<file path="config.mk">
export PLATFORM = sky130hd
export DESIGN_NAME = stepper_rate_ramp_timer_core
export DESIGN_NICKNAME = d
export VERILOG_FILES = /design/src/rtl/srr_pkg.sv /design/src/rtl/srr_front.sv /design/src/rtl/srr_div.sv /design/src/rtl/srr_back.sv /design/src/rtl/srr_outq.sv /design/src/rtl/stepper_rate_ramp_timer_core.sv
export VERILOG_INCLUDE_DIRS = /design/src /design/src/rtl
export SDC_FILE = /design/constraint.sdc
export NUM_CORES = 2
export LEC_CHECK = 0
export BUFFER_PORTS_ARGS = -buffer_cell sky130_fd_sc_hd__buf_2
export CAP_MARGIN = 20
export CORE_ASPECT_RATIO = 0.7
export CORE_MARGIN = 2
export CORE_UTILIZATION = 40
export CTS_BUF_LIST = sky130_fd_sc_hd__clkbuf_4
export DETAILED_ROUTE_END_ITERATION = 8
export GPL_TIMING_DRIVEN = 1
export HOLD_SLACK_MARGIN = 0.02
export PLACE_DENSITY = 0.56
export SYNTH_ARGS = -nofsm -noshare
export SYNTH_HDL_FRONTEND = slang
export SYNTH_HIERARCHICAL = 1
export SYNTH_SLANG_ARGS = --single-unit
</file>
<file path="constraint.sdc">
create_clock -name clk -period 17.5 [get_ports clk]
set_input_delay 0.875 -clock clk [delete_from_list [all_inputs] [get_ports clk]]
set_output_delay 0.875 -clock clk [all_outputs]
set_load 0.02 [all_outputs]
</file>
<file path="src/rtl/stepper_rate_ramp_timer_core_defines.svh">
// assertion macros used by the stepper rate ramp timer core
`ifndef STEPPER_RATE_RAMP_TIMER_CORE_DEFINES_SVH
`define STEPPER_RATE_RAMP_TIMER_CORE_DEFINES_SVH

// same-cycle implication, checked on clk, quiet in reset
`define SRR_ASSERT_NOW(lbl, ante, cons, msg) \
	lbl: assert property (@(posedge clk) disable iff (!arst_n) (ante) |-> (cons)) \
		else $error(msg);

// next-cycle implication, checked on clk, quiet in reset
`define SRR_ASSERT_NEXT(lbl, ante, cons, msg) \
	lbl: assert property (@(posedge clk) disable iff (!arst_n) (ante) |=> (cons)) \
		else $error(msg);

`endif

</file>
<file path="src/rtl/srr_pkg.sv">
// shared types, constants and register codes of the stepper rate ramp timer
package srr_pkg;

	localparam int NUM_MOTORS = 4;
	localparam int MOTOR_W    = 2;
	localparam int RATE_W     = 20;
	localparam int PSC_W      = 11;

	// rotation request codes
	localparam logic [1:0] ROT_CW     = 2'd0;
	localparam logic [1:0] ROT_CCW    = 2'd1;
	localparam logic [1:0] ROT_RETAIN = 2'd2;
	localparam logic [1:0] ROT_TOGGLE = 2'd3;

	// configuration register indexes
	localparam logic [2:0] CFG_ACCEL_STEP   = 3'd0;
	localparam logic [2:0] CFG_DECEL_STEP   = 3'd1;
	localparam logic [2:0] CFG_NO_RAMP_MASK = 3'd2;
	localparam logic [2:0] CFG_INVERT_MASK  = 3'd3;
	localparam logic [2:0] CFG_TIMER_CLOCK  = 3'd4;

	// register reset values
	localparam logic [15:0] ACCEL_STEP_RST   = 16'd100;
	localparam logic [15:0] DECEL_STEP_RST   = 16'd100;
	localparam logic [3:0]  NO_RAMP_MASK_RST = 4'd0;
	localparam logic [3:0]  INVERT_MASK_RST  = 4'd12;
	localparam logic [31:0] TIMER_CLOCK_RST  = 32'd84000000;

	// decade prescaler thresholds and values
	localparam logic [RATE_W-1:0] THR_1000 = 20'd1000;
	localparam logic [RATE_W-1:0] THR_100  = 20'd100;
	localparam logic [RATE_W-1:0] THR_10   = 20'd10;
	localparam logic [RATE_W-1:0] THR_1    = 20'd1;
	localparam logic [PSC_W-1:0]  PSC_2    = 11'd2;
	localparam logic [PSC_W-1:0]  PSC_20   = 11'd20;
	localparam logic [PSC_W-1:0]  PSC_200  = 11'd200;
	localparam logic [PSC_W-1:0]  PSC_2000 = 11'd2000;

	typedef struct packed {
		logic              func;
		logic [1:0]        motor_index;
		logic [RATE_W-1:0] step_rate;
		logic [1:0]        rotation;
	} srr_item_t;

	typedef struct packed {
		logic [1:0]        out_motor;
		logic              dir_level;
		logic              drive_on;
		logic [PSC_W-1:0]  prescale_minus_one;
		logic [31:0]       reload_value;
		logic [30:0]       compare_value;
		logic [RATE_W-1:0] rate_now;
		logic              last;
	} srr_result_t;

	typedef struct packed {
		logic [15:0] accel_step;
		logic [15:0] decel_step;
		logic [3:0]  no_ramp_mask;
		logic [3:0]  invert_mask;
		logic [31:0] timer_clock;
	} srr_cfg_t;

	// classified command from the front end
	typedef struct packed {
		logic               is_tick;
		logic [MOTOR_W-1:0] motor;
		logic [RATE_W-1:0]  rate;
		logic [1:0]         rot;
	} srr_cmd_t;

	typedef struct packed {
		logic        start;
		logic [31:0] dividend;
		logic [31:0] divisor;
	} srr_div_req_t;

	typedef struct packed {
		logic        done;
		logic [31:0] quotient;
	} srr_div_rsp_t;

endpackage

</file>
<file path="src/rtl/srr_front.sv">
// front end: takes input beats, applies direction inversion, queues commands
module srr_front import srr_pkg::*; (
	input  logic      clk,
	input  logic      arst_n,
	input  logic      push,
	output logic      full,
	input  srr_item_t item,
	input  srr_cfg_t  cfg,
	output logic      cmd_valid,
	input  logic      cmd_ready,
	output srr_cmd_t  cmd
);

	localparam int DEPTH = 2;
	localparam int PTR_W = $clog2(DEPTH);

	srr_cmd_t         mem_q [DEPTH];
	logic [PTR_W-1:0] wr_ptr_q, rd_ptr_q;
	logic [PTR_W:0]   count_q;
	srr_cmd_t         cls;
	logic             keep, wr_en, rd_en;

	// classify: ticks pass, set items get inversion, out-of-range motors drop
	always_comb begin
		cls.is_tick = item.func;
		cls.motor   = item.motor_index;
		cls.rate    = item.step_rate;
		cls.rot     = item.rotation;
		if (cfg.invert_mask[item.motor_index] &&
		    (item.rotation == ROT_CW || item.rotation == ROT_CCW)) begin
			cls.rot = {1'b0, ~item.rotation[0]};
		end
		keep = item.func || (int'(item.motor_index) < NUM_MOTORS);
	end

	assign full      = (count_q == (PTR_W+1)'(DEPTH));
	assign wr_en     = push && !full && keep;
	assign cmd_valid = (count_q != '0);
	assign rd_en     = cmd_valid && cmd_ready;
	assign cmd       = mem_q[rd_ptr_q];

	// command queue storage
	always_ff @(posedge clk) begin
		if (wr_en) begin
			mem_q[wr_ptr_q] <= cls;
		end
	end

	// queue pointers
	always_ff @(posedge clk or negedge arst_n) begin
		if (!arst_n) begin
			wr_ptr_q <= '0;
			rd_ptr_q <= '0;
			count_q  <= '0;
		end else begin
			if (wr_en) begin
				wr_ptr_q <= wr_ptr_q + 1'b1;
			end
			if (rd_en) begin
				rd_ptr_q <= rd_ptr_q + 1'b1;
			end
			case ({wr_en, rd_en})
				2'b10:   count_q <= count_q + 1'b1;
				2'b01:   count_q <= count_q - 1'b1;
				default: count_q <= count_q;
			endcase
		end
	end

endmodule

</file>
<file path="src/rtl/srr_div.sv">
// iterative restoring divider, one quotient bit per cycle
module srr_div import srr_pkg::*; (
	input  logic         clk,
	input  logic         arst_n,
	input  srr_div_req_t req,
	output srr_div_rsp_t rsp
);

	logic [31:0] rem_q, quo_q, div_q;
	logic [4:0]  cnt_q;
	logic        busy_q, done_q;
	logic [32:0] shifted, diff;

	assign shifted = {rem_q, quo_q[31]};
	assign diff    = shifted - {1'b0, div_q};

	assign rsp.done     = done_q;
	assign rsp.quotient = quo_q;

	// datapath
	always_ff @(posedge clk) begin
		if (req.start) begin
			rem_q <= '0;
			quo_q <= req.dividend;
			div_q <= req.divisor;
		end else if (busy_q) begin
			if (!diff[32]) begin
				rem_q <= diff[31:0];
				quo_q <= {quo_q[30:0], 1'b1};
			end else begin
				rem_q <= shifted[31:0];
				quo_q <= {quo_q[30:0], 1'b0};
			end
		end
	end

	// iteration control
	always_ff @(posedge clk or negedge arst_n) begin
		if (!arst_n) begin
			busy_q <= 1'b0;
			done_q <= 1'b0;
			cnt_q  <= '0;
		end else begin
			done_q <= 1'b0;
			if (req.start) begin
				busy_q <= 1'b1;
				cnt_q  <= '0;
			end else if (busy_q) begin
				cnt_q <= cnt_q + 1'b1;
				if (cnt_q == 5'd31) begin
					busy_q <= 1'b0;
					done_q <= 1'b1;
				end
			end
		end
	end

endmodule

</file>
<file path="src/rtl/srr_back.sv">
// back end: motor state, set handling, per-tick ramp and timer setting sequence
module srr_back import srr_pkg::*; (
	input  logic         clk,
	input  logic         arst_n,
	input  srr_cfg_t     cfg,
	input  logic         cmd_valid,
	output logic         cmd_ready,
	input  srr_cmd_t     cmd,
	output srr_div_req_t div_req,
	input  srr_div_rsp_t div_rsp,
	output logic         res_push,
	input  logic         res_full,
	output srr_result_t  res
);

	typedef enum logic [2:0] {
		ST_IDLE,
		ST_RAMP,
		ST_MUL,
		ST_DIV,
		ST_EMIT
	} state_t;

	state_t             state_q;
	logic [MOTOR_W-1:0] motor_q;
	logic [RATE_W-1:0]  target_q  [NUM_MOTORS];
	logic [1:0]         req_dir_q [NUM_MOTORS];
	logic [RATE_W-1:0]  cur_rate_q[NUM_MOTORS];
	logic               cur_dir_q [NUM_MOTORS];
	logic [RATE_W-1:0]  next_q;
	logic [PSC_W-1:0]   psc_q;
	logic               dir_q;
	logic [31:0]        divisor_q, reload_q;
	logic               start_q;

	logic [MOTOR_W-1:0] rd_idx;
	logic [RATE_W-1:0]  tgt_rd, cur_rd, tgt_eff, next_c;
	logic [1:0]         req_rd, rot_res;
	logic               dir_rd, dir_new;
	logic [RATE_W:0]    up_lim, down_lim;
	logic [PSC_W-1:0]   psc_c;
	logic               last_motor;

	// one shared read port into the motor state
	assign rd_idx = (state_q == ST_IDLE) ? cmd.motor : motor_q;
	assign tgt_rd = target_q[rd_idx];
	assign cur_rd = cur_rate_q[rd_idx];
	assign req_rd = req_dir_q[rd_idx];
	assign dir_rd = cur_dir_q[rd_idx];

	// toggle resolves against the rotation in effect now
	assign rot_res = (cmd.rot == ROT_TOGGLE) ? {1'b0, ~dir_rd} : cmd.rot;

	// ramp step toward the effective target
	always_comb begin
		if (req_rd != ROT_RETAIN && req_rd[0] != dir_rd) begin
			tgt_eff = '0;
		end else begin
			tgt_eff = tgt_rd;
		end
		up_lim   = {1'b0, cur_rd} + {5'b0, cfg.accel_step};
		down_lim = {1'b0, tgt_eff} + {5'b0, cfg.decel_step};
		if (cfg.no_ramp_mask[motor_q]) begin
			next_c = tgt_eff;
		end else if ({1'b0, tgt_eff} > up_lim) begin
			next_c = up_lim[RATE_W-1:0];
		end else if (down_lim < {1'b0, cur_rd}) begin
			next_c = cur_rd - cfg.decel_step;
		end else begin
			next_c = tgt_eff;
		end
		dir_new = (next_c == '0 && req_rd != ROT_RETAIN) ? req_rd[0] : dir_rd;
	end

	// decade prescaler choice
	always_comb begin
		if (next_c >= THR_1000) begin
			psc_c = PSC_2;
		end else if (next_c >= THR_100) begin
			psc_c = PSC_20;
		end else if (next_c >= THR_10) begin
			psc_c = PSC_200;
		end else if (next_c >= THR_1) begin
			psc_c = PSC_2000;
		end else begin
			psc_c = '0;
		end
	end

	assign last_motor = (motor_q == MOTOR_W'(NUM_MOTORS - 1));
	assign cmd_ready  = (state_q == ST_IDLE);

	assign div_req.start    = start_q;
	assign div_req.dividend = cfg.timer_clock;
	assign div_req.divisor  = divisor_q;

	// result beat
	assign res_push               = (state_q == ST_EMIT) && !res_full;
	assign res.out_motor          = motor_q;
	assign res.dir_level          = dir_q;
	assign res.drive_on           = (next_q != '0);
	assign res.prescale_minus_one = (psc_q == '0) ? '0 : psc_q - 1'b1;
	assign res.reload_value       = reload_q;
	assign res.compare_value      = reload_q[31:1];
	assign res.rate_now           = next_q;
	assign res.last               = last_motor;

	// sequencer with motor state and registered outputs
	always_ff @(posedge clk or negedge arst_n) begin
		if (!arst_n) begin
			state_q   <= ST_IDLE;
			motor_q   <= '0;
			start_q   <= 1'b0;
			next_q    <= '0;
			psc_q     <= '0;
			dir_q     <= 1'b0;
			divisor_q <= '0;
			reload_q  <= '0;
			for (int m = 0; m < NUM_MOTORS; m++) begin
				target_q[m]   <= '0;
				cur_rate_q[m] <= '0;
				req_dir_q[m]  <= {1'b0, INVERT_MASK_RST[m]};
				cur_dir_q[m]  <= INVERT_MASK_RST[m];
			end
		end else begin
			start_q <= 1'b0;
			case (state_q)
				ST_IDLE: begin
					if (cmd_valid) begin
						if (cmd.is_tick) begin
							motor_q <= '0;
							state_q <= ST_RAMP;
						end else begin
							target_q[cmd.motor]  <= cmd.rate;
							req_dir_q[cmd.motor] <= rot_res;
						end
					end
				end
				ST_RAMP: begin
					cur_rate_q[motor_q] <= next_c;
					cur_dir_q[motor_q]  <= dir_new;
					next_q              <= next_c;
					psc_q               <= psc_c;
					dir_q               <= dir_new;
					state_q             <= ST_MUL;
				end
				ST_MUL: begin
					divisor_q <= 32'(psc_q) * 32'(next_q);
					if (psc_q == '0) begin
						reload_q <= '0;
						state_q  <= ST_EMIT;
					end else begin
						start_q <= 1'b1;
						state_q <= ST_DIV;
					end
				end
				ST_DIV: begin
					if (div_rsp.done) begin
						reload_q <= div_rsp.quotient;
						state_q  <= ST_EMIT;
					end
				end
				ST_EMIT: begin
					if (!res_full) begin
						if (last_motor) begin
							state_q <= ST_IDLE;
						end else begin
							motor_q <= motor_q + 1'b1;
							state_q <= ST_RAMP;
						end
					end
				end
				default: begin
					state_q <= ST_IDLE;
				end
			endcase
		end
	end

endmodule

</file>
<file path="src/rtl/srr_outq.sv">
// result queue between the back end and the pop side
module srr_outq import srr_pkg::*; (
	input  logic        clk,
	input  logic        arst_n,
	input  logic        wr,
	input  srr_result_t wr_data,
	output logic        full,
	output logic        empty,
	input  logic        pop,
	output srr_result_t rd_data
);

	localparam int DEPTH = 4;
	localparam int PTR_W = $clog2(DEPTH);

	srr_result_t      mem_q [DEPTH];
	logic [PTR_W-1:0] wr_ptr_q, rd_ptr_q;
	logic [PTR_W:0]   count_q;
	logic             wr_en, rd_en;

	assign full    = (count_q == (PTR_W+1)'(DEPTH));
	assign empty   = (count_q == '0);
	assign wr_en   = wr && !full;
	assign rd_en   = pop && !empty;
	assign rd_data = mem_q[rd_ptr_q];

	// storage
	always_ff @(posedge clk) begin
		if (wr_en) begin
			mem_q[wr_ptr_q] <= wr_data;
		end
	end

	// pointers and fill level
	always_ff @(posedge clk or negedge arst_n) begin
		if (!arst_n) begin
			wr_ptr_q <= '0;
			rd_ptr_q <= '0;
			count_q  <= '0;
		end else begin
			if (wr_en) begin
				wr_ptr_q <= wr_ptr_q + 1'b1;
			end
			if (rd_en) begin
				rd_ptr_q <= rd_ptr_q + 1'b1;
			end
			case ({wr_en, rd_en})
				2'b10:   count_q <= count_q + 1'b1;
				2'b01:   count_q <= count_q - 1'b1;
				default: count_q <= count_q;
			endcase
		end
	end

endmodule

</file>
<file path="src/rtl/stepper_rate_ramp_timer_core.sv">
// Four-channel stepper ramp generator. Push a set beat (func 0) to store a
// target rate and rotation for one motor, or a tick beat (func 1) to ramp all
// motors one step and get four timer settings, motor 0 first, last set on
// motor 3. Each motor's reload value comes from the one-bit-per-cycle reload
// divider that the motors share; a motor at rate zero skips the divider, and
// a full result queue stalls the sequence. The back end takes no new command
// until the last setting of a tick is queued. A two-entry command queue in
// front and a four-entry result queue behind let input and output stall
// independently. Write configuration only while the block is idle.
`include "stepper_rate_ramp_timer_core_defines.svh"

module stepper_rate_ramp_timer_core import srr_pkg::*; (
	input  logic        clk,
	input  logic        arst_n,
	input  logic        push,
	output logic        full,
	input  srr_item_t   item,
	output logic        empty,
	input  logic        pop,
	output srr_result_t result,
	input  logic        cfg_valid,
	output logic        cfg_ready,
	input  logic [2:0]  cfg_index,
	input  logic [31:0] cfg_data
);

	srr_cfg_t     cfg_q;
	logic         cmd_valid, cmd_ready;
	srr_cmd_t     cmd;
	srr_div_req_t div_req;
	srr_div_rsp_t div_rsp;
	logic         res_push, res_full;
	srr_result_t  res;

	assign cfg_ready = 1'b1;

	// configuration registers
	always_ff @(posedge clk or negedge arst_n) begin
		if (!arst_n) begin
			cfg_q.accel_step   <= ACCEL_STEP_RST;
			cfg_q.decel_step   <= DECEL_STEP_RST;
			cfg_q.no_ramp_mask <= NO_RAMP_MASK_RST;
			cfg_q.invert_mask  <= INVERT_MASK_RST;
			cfg_q.timer_clock  <= TIMER_CLOCK_RST;
		end else if (cfg_valid && cfg_ready) begin
			case (cfg_index)
				CFG_ACCEL_STEP:   cfg_q.accel_step   <= cfg_data[15:0];
				CFG_DECEL_STEP:   cfg_q.decel_step   <= cfg_data[15:0];
				CFG_NO_RAMP_MASK: cfg_q.no_ramp_mask <= cfg_data[3:0];
				CFG_INVERT_MASK:  cfg_q.invert_mask  <= cfg_data[3:0];
				CFG_TIMER_CLOCK:  cfg_q.timer_clock  <= cfg_data;
				default:          cfg_q <= cfg_q;
			endcase
		end
	end

	srr_front u_front (
		.clk       (clk),
		.arst_n    (arst_n),
		.push      (push),
		.full      (full),
		.item      (item),
		.cfg       (cfg_q),
		.cmd_valid (cmd_valid),
		.cmd_ready (cmd_ready),
		.cmd       (cmd)
	);

	srr_div u_div (
		.clk    (clk),
		.arst_n (arst_n),
		.req    (div_req),
		.rsp    (div_rsp)
	);

	srr_back u_back (
		.clk       (clk),
		.arst_n    (arst_n),
		.cfg       (cfg_q),
		.cmd_valid (cmd_valid),
		.cmd_ready (cmd_ready),
		.cmd       (cmd),
		.div_req   (div_req),
		.div_rsp   (div_rsp),
		.res_push  (res_push),
		.res_full  (res_full),
		.res       (res)
	);

	srr_outq u_outq (
		.clk     (clk),
		.arst_n  (arst_n),
		.wr      (res_push),
		.wr_data (res),
		.full    (res_full),
		.empty   (empty),
		.pop     (pop),
		.rd_data (result)
	);

	// checks on result beats and on the divider handshake
	`SRR_ASSERT_NOW(a_last_motor, !empty && result.last, result.out_motor == 2'(NUM_MOTORS - 1), "last beat not on final motor")
	`SRR_ASSERT_NOW(a_off_zero, !empty && !result.drive_on, result.reload_value == '0 && result.compare_value == '0 && result.prescale_minus_one == '0 && result.rate_now == '0, "stopped motor carries timer setting")
	`SRR_ASSERT_NOW(a_half_reload, !empty, result.compare_value == result.reload_value[31:1], "compare not half of reload")
	`SRR_ASSERT_NEXT(a_div_busy, div_req.start, !div_rsp.done, "divider done right after start")

endmodule
</file>
Word level (Yosys, flattened, before mapping)
Memories as Yosys holds them, arrays and structs flattened.
Index checks and enable logic that the tools add are counted.
{"block": "op_classes", "addsub": 15, "n_mul": 1, "n_lt_le_gt_ge": 13, "n_eq_ne": 26, "muxes": 76, "bitwise": 6, "reduce_logical": 36}
{"operator": "20-bit two-way mux", "n": 10}
{"operator": "80-bit bitwise mux", "n": 2}
{"operator": "32-bit two-way mux", "n": 5}
{"operator": "20-bit binary-select mux with 2-bit select", "n": 2}
{"operator": "20-bit demux with 2-bit select", "n": 2}
{"operator": "32-bit case mux with 2 select lines", "n": 1}
{"operator": "11-bit two-way mux", "n": 5}
{"operator": "20-bit by 16-bit adder with 21-bit output", "n": 2}
{"operator": "33-bit by 31-bit subtractor with 33-bit output", "n": 1}
{"operator": "11-bit by 20-bit multiplier with 31-bit output", "n": 1}
{"operator": "20-bit by 21-bit > comparator with 1-bit output", "n": 1}
{"operator": "21-bit by 20-bit less-than comparator with 1-bit output", "n": 1}
{"operator": "20-bit by 1-bit greater-or-equal comparator with 1-bit output (second input constant)", "n": 1}
{"operator": "20-bit by 10-bit greater-or-equal comparator with 1-bit output (second input constant)", "n": 1}
{"operator": "20-bit by 4-bit greater-or-equal comparator with 1-bit output (second input constant)", "n": 1}
{"operator": "20-bit by 7-bit greater-or-equal comparator with 1-bit output (second input constant)", "n": 1}
{"operator": "20-bit logical NOT", "n": 1}
{"operator": "1-bit two-way mux", "n": 20}
{"operator": "2-bit two-way mux", "n": 10}
{"operator": "20-bit nonzero test", "n": 1}
{"operator": "20-bit by 16-bit subtractor with 20-bit output", "n": 1}
{"operator": "3-bit two-way mux", "n": 5}
{"operator": "3-bit case mux with 5 select lines", "n": 1}
{"operator": "3-bit by 2-bit == test with 1-bit output (second input constant)", "n": 4}
{"operator": "40 further kinds", "n": 93}
{"block": "totals", "register_bits": 458, "ramBits": 446, "memories": 2}
{"name": "u_outq.mem_q", "depth": 4, "word_bits": 99, "rd": 1, "rd_clocked_by_memory_dff": 0, "wr": 1, "line_no": "srr_outq.sv:16", "source": "srr_result_t mem_q [DEPTH];"}
{"name": "u_front.mem_q", "depth": 2, "word_bits": 25, "rd": 1, "rd_clocked_by_memory_dff": 0, "wr": 1, "line_no": "srr_front.sv:17", "source": "srr_cmd_t mem_q [DEPTH];"}

Logic depth before layout (Yosys ltp)
{"block": "logic_depth", "word_depth": 19, "depth_mapped": 46}

Hierarchy
Netlist, hierarchy kept.
{"mod": "srr_back", "instances": 1, "cells_per_inst": 2109, "area_each_um2": 21335.5, "seq_area_each_um2": 6686.4}
{"mod": "srr_outq", "instances": 1, "cells_per_inst": 554, "area_each_um2": 14714.1, "seq_area_each_um2": 12066.6}
{"mod": "srr_div", "instances": 1, "cells_per_inst": 606, "area_each_um2": 6172.2, "seq_area_each_um2": 2737.6}
{"mod": "stepper_rate_ramp_timer_core", "instances": 1, "cells_per_inst": 158, "area_each_um2": 2776.4, "seq_area_each_um2": 1823.0}
{"mod": "srr_front", "instances": 1, "cells_per_inst": 100, "area_each_um2": 2040.7, "seq_area_each_um2": 1601.5}

Worst setup path after synthesis
OpenSTA, ideal clock, no wires.
{"block": "synth_timing", "path_kind": "flip-flop to flip-flop", "startpoint": "register u_front.rd_ptr_q", "endpoint": "register u_back.dir_q", "setup_time_ns": 0.122, "t_arrival_ns": 9.259, "required_ns": 17.378, "setup_slack_ns": 8.119, "stages_incl_launch_ff": 41, "synth_period_minus_slack_ns": 9.381, "cell_sequence": "dfrtp_1 > buf_2 > buf_4 > mux2_2 > clkbuf_1 > inv_1 > mux2i_4 > buf_2 > buf_1 > clkbuf_1 > clkbuf_1 > mux4_2 > fa_1 > a21o_1 > a21oi_1 > o21ai_0 > a21oi_1 > o21ba_2 > (+5 left out) > a21o_1 > a21o_1 > a21oi_1 > o21a_1 > nor2_1 > a211oi_1 > o211ai_1 > o211a_1 > o211ai_1 > and4_1 > buf_2 > buf_6 > mux2i_1 > nand4_1 > nand4b_1 > nor3_4 > a21bo_2 > a21oi_1"}
{"element": "start: declaration", "line_no": "srr_front.sv:18", "source": "logic [PTR_W-1:0] wr_ptr_q, rd_ptr_q;"}
{"element": "start signal: assignment", "line_no": "srr_front.sv:60", "source": "rd_ptr_q <= rd_ptr_q + 1'b1;"}
{"element": "end signal: assignment", "line_no": "srr_back.sv:144", "source": "dir_q <= dir_new;"}
{"element": "end: declaration", "line_no": "srr_back.sv:32", "source": "logic dir_q;"}

Worst setup path after layout
{"block": "layout_timing", "startpoint": "register u_back.state_q[2]", "endpoint": "register u_back.psc_q[4]"}
{"block": "layout_via", "elab_chain_cells": 19, "elab_cells_between_ends": 36, "classes_between": "add/sub (3); order compare (6); eq/ne (3); mux (21); bitwise (1); reduce/logical (2)"}
{"element": "start: declaration", "line_no": "srr_back.sv:24", "source": "state_t state_q;"}
{"element": "start signal: assignment", "line_no": "srr_back.sv:111", "source": "state_q <= ST_IDLE;"}
{"element": "start signal: assignment", "line_no": "srr_back.sv:132", "source": "state_q <= ST_RAMP;"}
{"element": "start signal: assignment", "line_no": "srr_back.sv:145", "source": "state_q <= ST_MUL;"}
{"element": "3-bit logical NOT *"}
{"element": "net cmd_ready", "line_no": "stepper_rate_ramp_timer_core.sv:28", "source": "logic cmd_valid, cmd_ready;"}
{"element": "2-bit two-way mux *", "line_no": "srr_back.sv:45", "source": "assign rd_idx = (state_q == ST_IDLE) ? cmd.motor : motor_q;"}
{"element": "2-bit inverter with 3-bit output (not written as such) *"}
{"element": "2-bit binary-select mux with 2-bit select / 1-bit binary-select mux with 2-bit select (equally long branches)", "line_no": "srr_back.sv:48, srr_back.sv:49"}
{"element": "2-bit two-way mux (not written as such) / 1-bit two-way mux (equally long branches) (2 in a row)", "line_no": "srr_back.sv:48, srr_back.sv:49"}
{"element": "2-bit inequality test / 1-bit inequality test (equally long branches)", "line_no": "srr_back.sv:56", "source": "if (req_rd != ROT_RETAIN && req_rd[0] != dir_rd) begin"}
{"element": "1-bit logical AND", "line_no": "srr_back.sv:56"}
{"element": "(+3 left out)"}
{"element": "20-bit two-way mux", "line_no": "srr_back.sv:67", "source": "end else if (down_lim < {1'b0, cur_rd}) begin"}
{"element": "20-bit two-way mux", "line_no": "srr_back.sv:65", "source": "end else if ({1'b0, tgt_eff} > up_lim) begin"}
{"element": "20-bit two-way mux *", "line_no": "srr_back.sv:63", "source": "if (cfg.no_ramp_mask[motor_q]) begin"}
{"element": "20-bit by 1-bit greater-or-equal comparator with 1-bit output", "line_no": "srr_back.sv:83", "source": "end else if (next_c >= THR_1) begin"}
{"element": "11-bit two-way mux", "line_no": "srr_back.sv:83"}
{"element": "11-bit two-way mux", "line_no": "srr_back.sv:81", "source": "end else if (next_c >= THR_10) begin"}
{"element": "11-bit two-way mux", "line_no": "srr_back.sv:79", "source": "end else if (next_c >= THR_100) begin"}
{"element": "11-bit two-way mux *", "line_no": "srr_back.sv:77", "source": "if (next_c >= THR_1000) begin"}
{"element": "end signal: assignment", "line_no": "srr_back.sv:143", "source": "psc_q <= psc_c;"}
{"element": "end: declaration", "line_no": "srr_back.sv:31", "source": "logic [PSC_W-1:0] psc_q;"}
The timed path passes the listed nets; every way through them passes the cells marked *. The select of a mux whose other input is x is not followed.
A chain may end at the register's enable or synchronous reset.

==> impl_metrics.yaml <==
worst_setup_path:
  worst_ep_required_time_ns: 18.53
  critPathMostFrequentCell: "a21oi_1"
  path_delay_family: "compound AO/OA/AOI/OAI gates"
  crit_path_max_incr_delay_ns: 0.70
  critPathArrivalTime_ns: 10.88
  critPathBufInv: 4
  crit_fanout: 25
  start_kind: "flop"
  worst_setup_path_end_kind: "flop"
  path_class: "flop to flop"
  crit_path_top_delay_cell: "or3_1"
cts:
  clock-sinks: 899
  ctsRootBufferMaster: "clkbuf_4"
  cts_tree: "built"
  htreeDepth: 4
  cts.path.max_buffers: 3
  cts.clk_slew.worst_paths_ns: 0.07
  cts_resized: 0
  insertion_delay_ns: 1.13
  cts_buffers: 217
grt:
  grt_util_all_layers_pct: 19.1
  grt_pass1_vias: 29400
  grt_pass1_wl_mm: 176
  grt_start_max_net_pins: 97
  antenna_found_initial: 9
  grt_overflow: 0
timing:
  timing.final.max_slew_violations: 0
  hold_ws_ns: 0.217
  clock_skew_ns: 0.0604
  fmax_ghz: 0.102
  finalCritPeriodShare_pct: 56.2
  rsz0062_at_grt: "no"
  setup_viol: 0
  finalSetupTns_ns: 0
  period_needed_ns: 9.84
  hold_viol_final: 0
  tightest_slew_ns: 1.22
  max_slew_margin_pct: 18.8
layout:
  drive_gt1_share_pct: 25.4
  multi_input_area_um2: 20000
  finalNonFillerCells: 5543
  utilization_pct: 44.8
  fill_cells: 10800
  regArea_um2: 24900
  nets: 4221
  area_delta_synth_final_pct: 11.4
drt:
  routed_via_density: 5.20
  dr.pass1.iters: 5
  wl_per_cell_um: 20.4
  ant_nets: 0
  num_vias: 28800
  wirelength_mm: 113
  drc: 0
  drt_iter0_drc: 2006
yosys:
  synth-seq-cells: 899
  netlist_top_cells_area: "edfxtp_1 33%, dfrtp_1 18%, mux4_2 6.7%"
  syn-cell-area_um2: 47000
  yosys_warnings: 6
  synth.most_common_cell: "edfxtp_1"
  synth_mux_area_share_pct: 13.2
  synthFlopType: "edfxtp_1"
  yosysUniqueCellTypes: 108
  synth_simple_gate_area_share_pct: 7.60
  synth_area_leader_cell: "edfxtp_1"
  synthTopCellsByCount: "510 x edfxtp_1, 336 x dfrtp_1, 326 x nand2_1"
  synth_top_cell_area_share_pct: 32.6
  synth.avg_cell_area_um2: 13.3
  synth-edff-count: 510
  synth_compound_area_share_pct: 8.05
  async_flop_share_pct: 39.7
  synthAdderAreaFrac_pct: 11.6
  postSynthCellCount: 3527
  synth-seq-area-share_pct: 53.0
  synth_top_family_by_area: "multiplexers"
  synth-xor-area-share_pct: 2.02
die:
  start_util_pct: 40.2
  num_rows: 105
  die_y_um: 291
  die_width_um: 414
  ios: 167
  die_area_um2: 120000
  fp.coreArea_um2: 117000
power:
  ir_drop_mv: 0.146
  p_total_uw: 9750
  power.leakage_uw: 0.0224
  power_density_nw_per_um2: 186
place:
  post-place-cells: 5075
  port_buffers: 165
  gp_congestion: 0.869
  hpwl_mm: 77.8
status:
  outcome: "finished clean"
worst_hold_path:
  hold_path.class: "input port to flop"
job:
  max_cap_viol_count: 0
-- where the power goes --
group | internal [uW] | switching (uW) | total [uW]
logic | 1970 | 2990 | 4960
registers | 2680 | 392 | 3070
clock network | 863 | 857 | 1720
total | 5510 | 4240 | 9750
-- area by class of cell --
cell class / instances / share of cell area [%]
diodes: 4 / 0.0191
clock buffers: 314 / 4.50
clock inverters: 93 / 0.886
inverters: 235 / 1.69
multi-input cells: 2180 / 38.2
flip-flops and latches: 899 / 47.6
well taps: 1551 / 3.70
repair buffers: 267 / 3.40
-- registers in the layout, summed over array words and instances, names as in the netlist, 6 cells and up --
signal and cells:
cfg_q 72, u_back/cur_rate_q 80, u_back/divisor_q 30, u_back/next_q 20
u_back/psc_q 6, u_back/reload_q 32, u_back/req_dir_q 8, u_back/target_q 80
u_div/div_q 32, u_div/quo_q 32, u_div/rem_q 32, u_front/mem_q 50
u_outq/mem_q 396
-- placed cells by master, fill, tap and decap left out, types with 16 or more instances in the layout --
cell / count
clkinv_1: 68
and2_1: 82
nand2_1: 326
fa_1: 128
o21ai_0: 193
a311oi_2: 20
dfstp_2: 21
inv_1: 233
clkbuf_4: 314
xor2_1: 37
a31oi_1: 16
and3_1: 23
buf_4: 45
nor2_1: 111
nand4_1: 18
xnor2_1: 68
dfxtp_1: 32
nand3_1: 49
mux4_2: 140
nand2b_1: 22
o211ai_1: 17
ha_1: 228
or3_1: 17
mux2i_1: 48
nor3_1: 25
a22o_1: 34
edfxtp_1: 510
a21oi_1: 103
mux2_2: 219
dlygate4sd3_1: 55
a21o_1: 40
dfrtp_1: 332
buf_2: 164
-- final timing paths --
check                      cells past startpoint                 end                  from  slack [ns]
hold reg to reg                                0     u_div/div_q[16]  u_back/divisor_q[16]        0.43
min in group asynchronous                      2  u_back/reload_q[8]                arst_n        0.40
setup reg to reg                              38     u_back/psc_q[4]     u_back/state_q[2]        7.66
setup / recovery                              38     u_back/psc_q[4]     u_back/state_q[2]        7.66
max in group asynchronous                      6           cfg_q[34]                arst_n       14.46
hold / removal                                 3  u_outq/rd_ptr_q[0]                   pop        0.22
-- kinds of logic after synthesis --
| family | after synthesis |
|---|---|
| and+or+nand+nor | 742 |
| buffers and inverters | 449 |
| DFF | 899 |
| xor gates and xnor gates | 107 |
| muxes | 413 |
| adders and majority gates | 358 |
| other | 2 |
| AOI/OAI and AO/OA | 557 |
-- layer usage --
layer | global-route usage [%] | wire [um] | share of wire, %
met5 | 0 | 9 | 0.0080
met4 | 5.61 | 2070 | 1.8
met3 | 4.22 | 6180 | 5.5
met2 | 27.8 | 49400 | 44
met1 | 28.3 | 55500 | 49
-- what timing repair did --
action	in CTS	in global routing
hold endpoints to repair	191	0
hold buffers	55	0
buffers inserted	0	0
-- tightest hold or removal path: cells and delay by family --
family	cells	cell delay (ns)
buffers and inverters	1	0.11
AO/OA/AOI/OAI	1	0.21
XOR/XNOR	1	0.09
-- metrics by stage --
step	setup WS, ns	instance area [um2]
2_1_floorplan	8.12	47000
3_3_place_gp	7.87	49000
3_5_place_dp	7.73	49000
4_1_cts	7.70	52300
5_1_grt	6.71	52400
6_report	7.66	52400
Power figures use the tool's default switching activity.
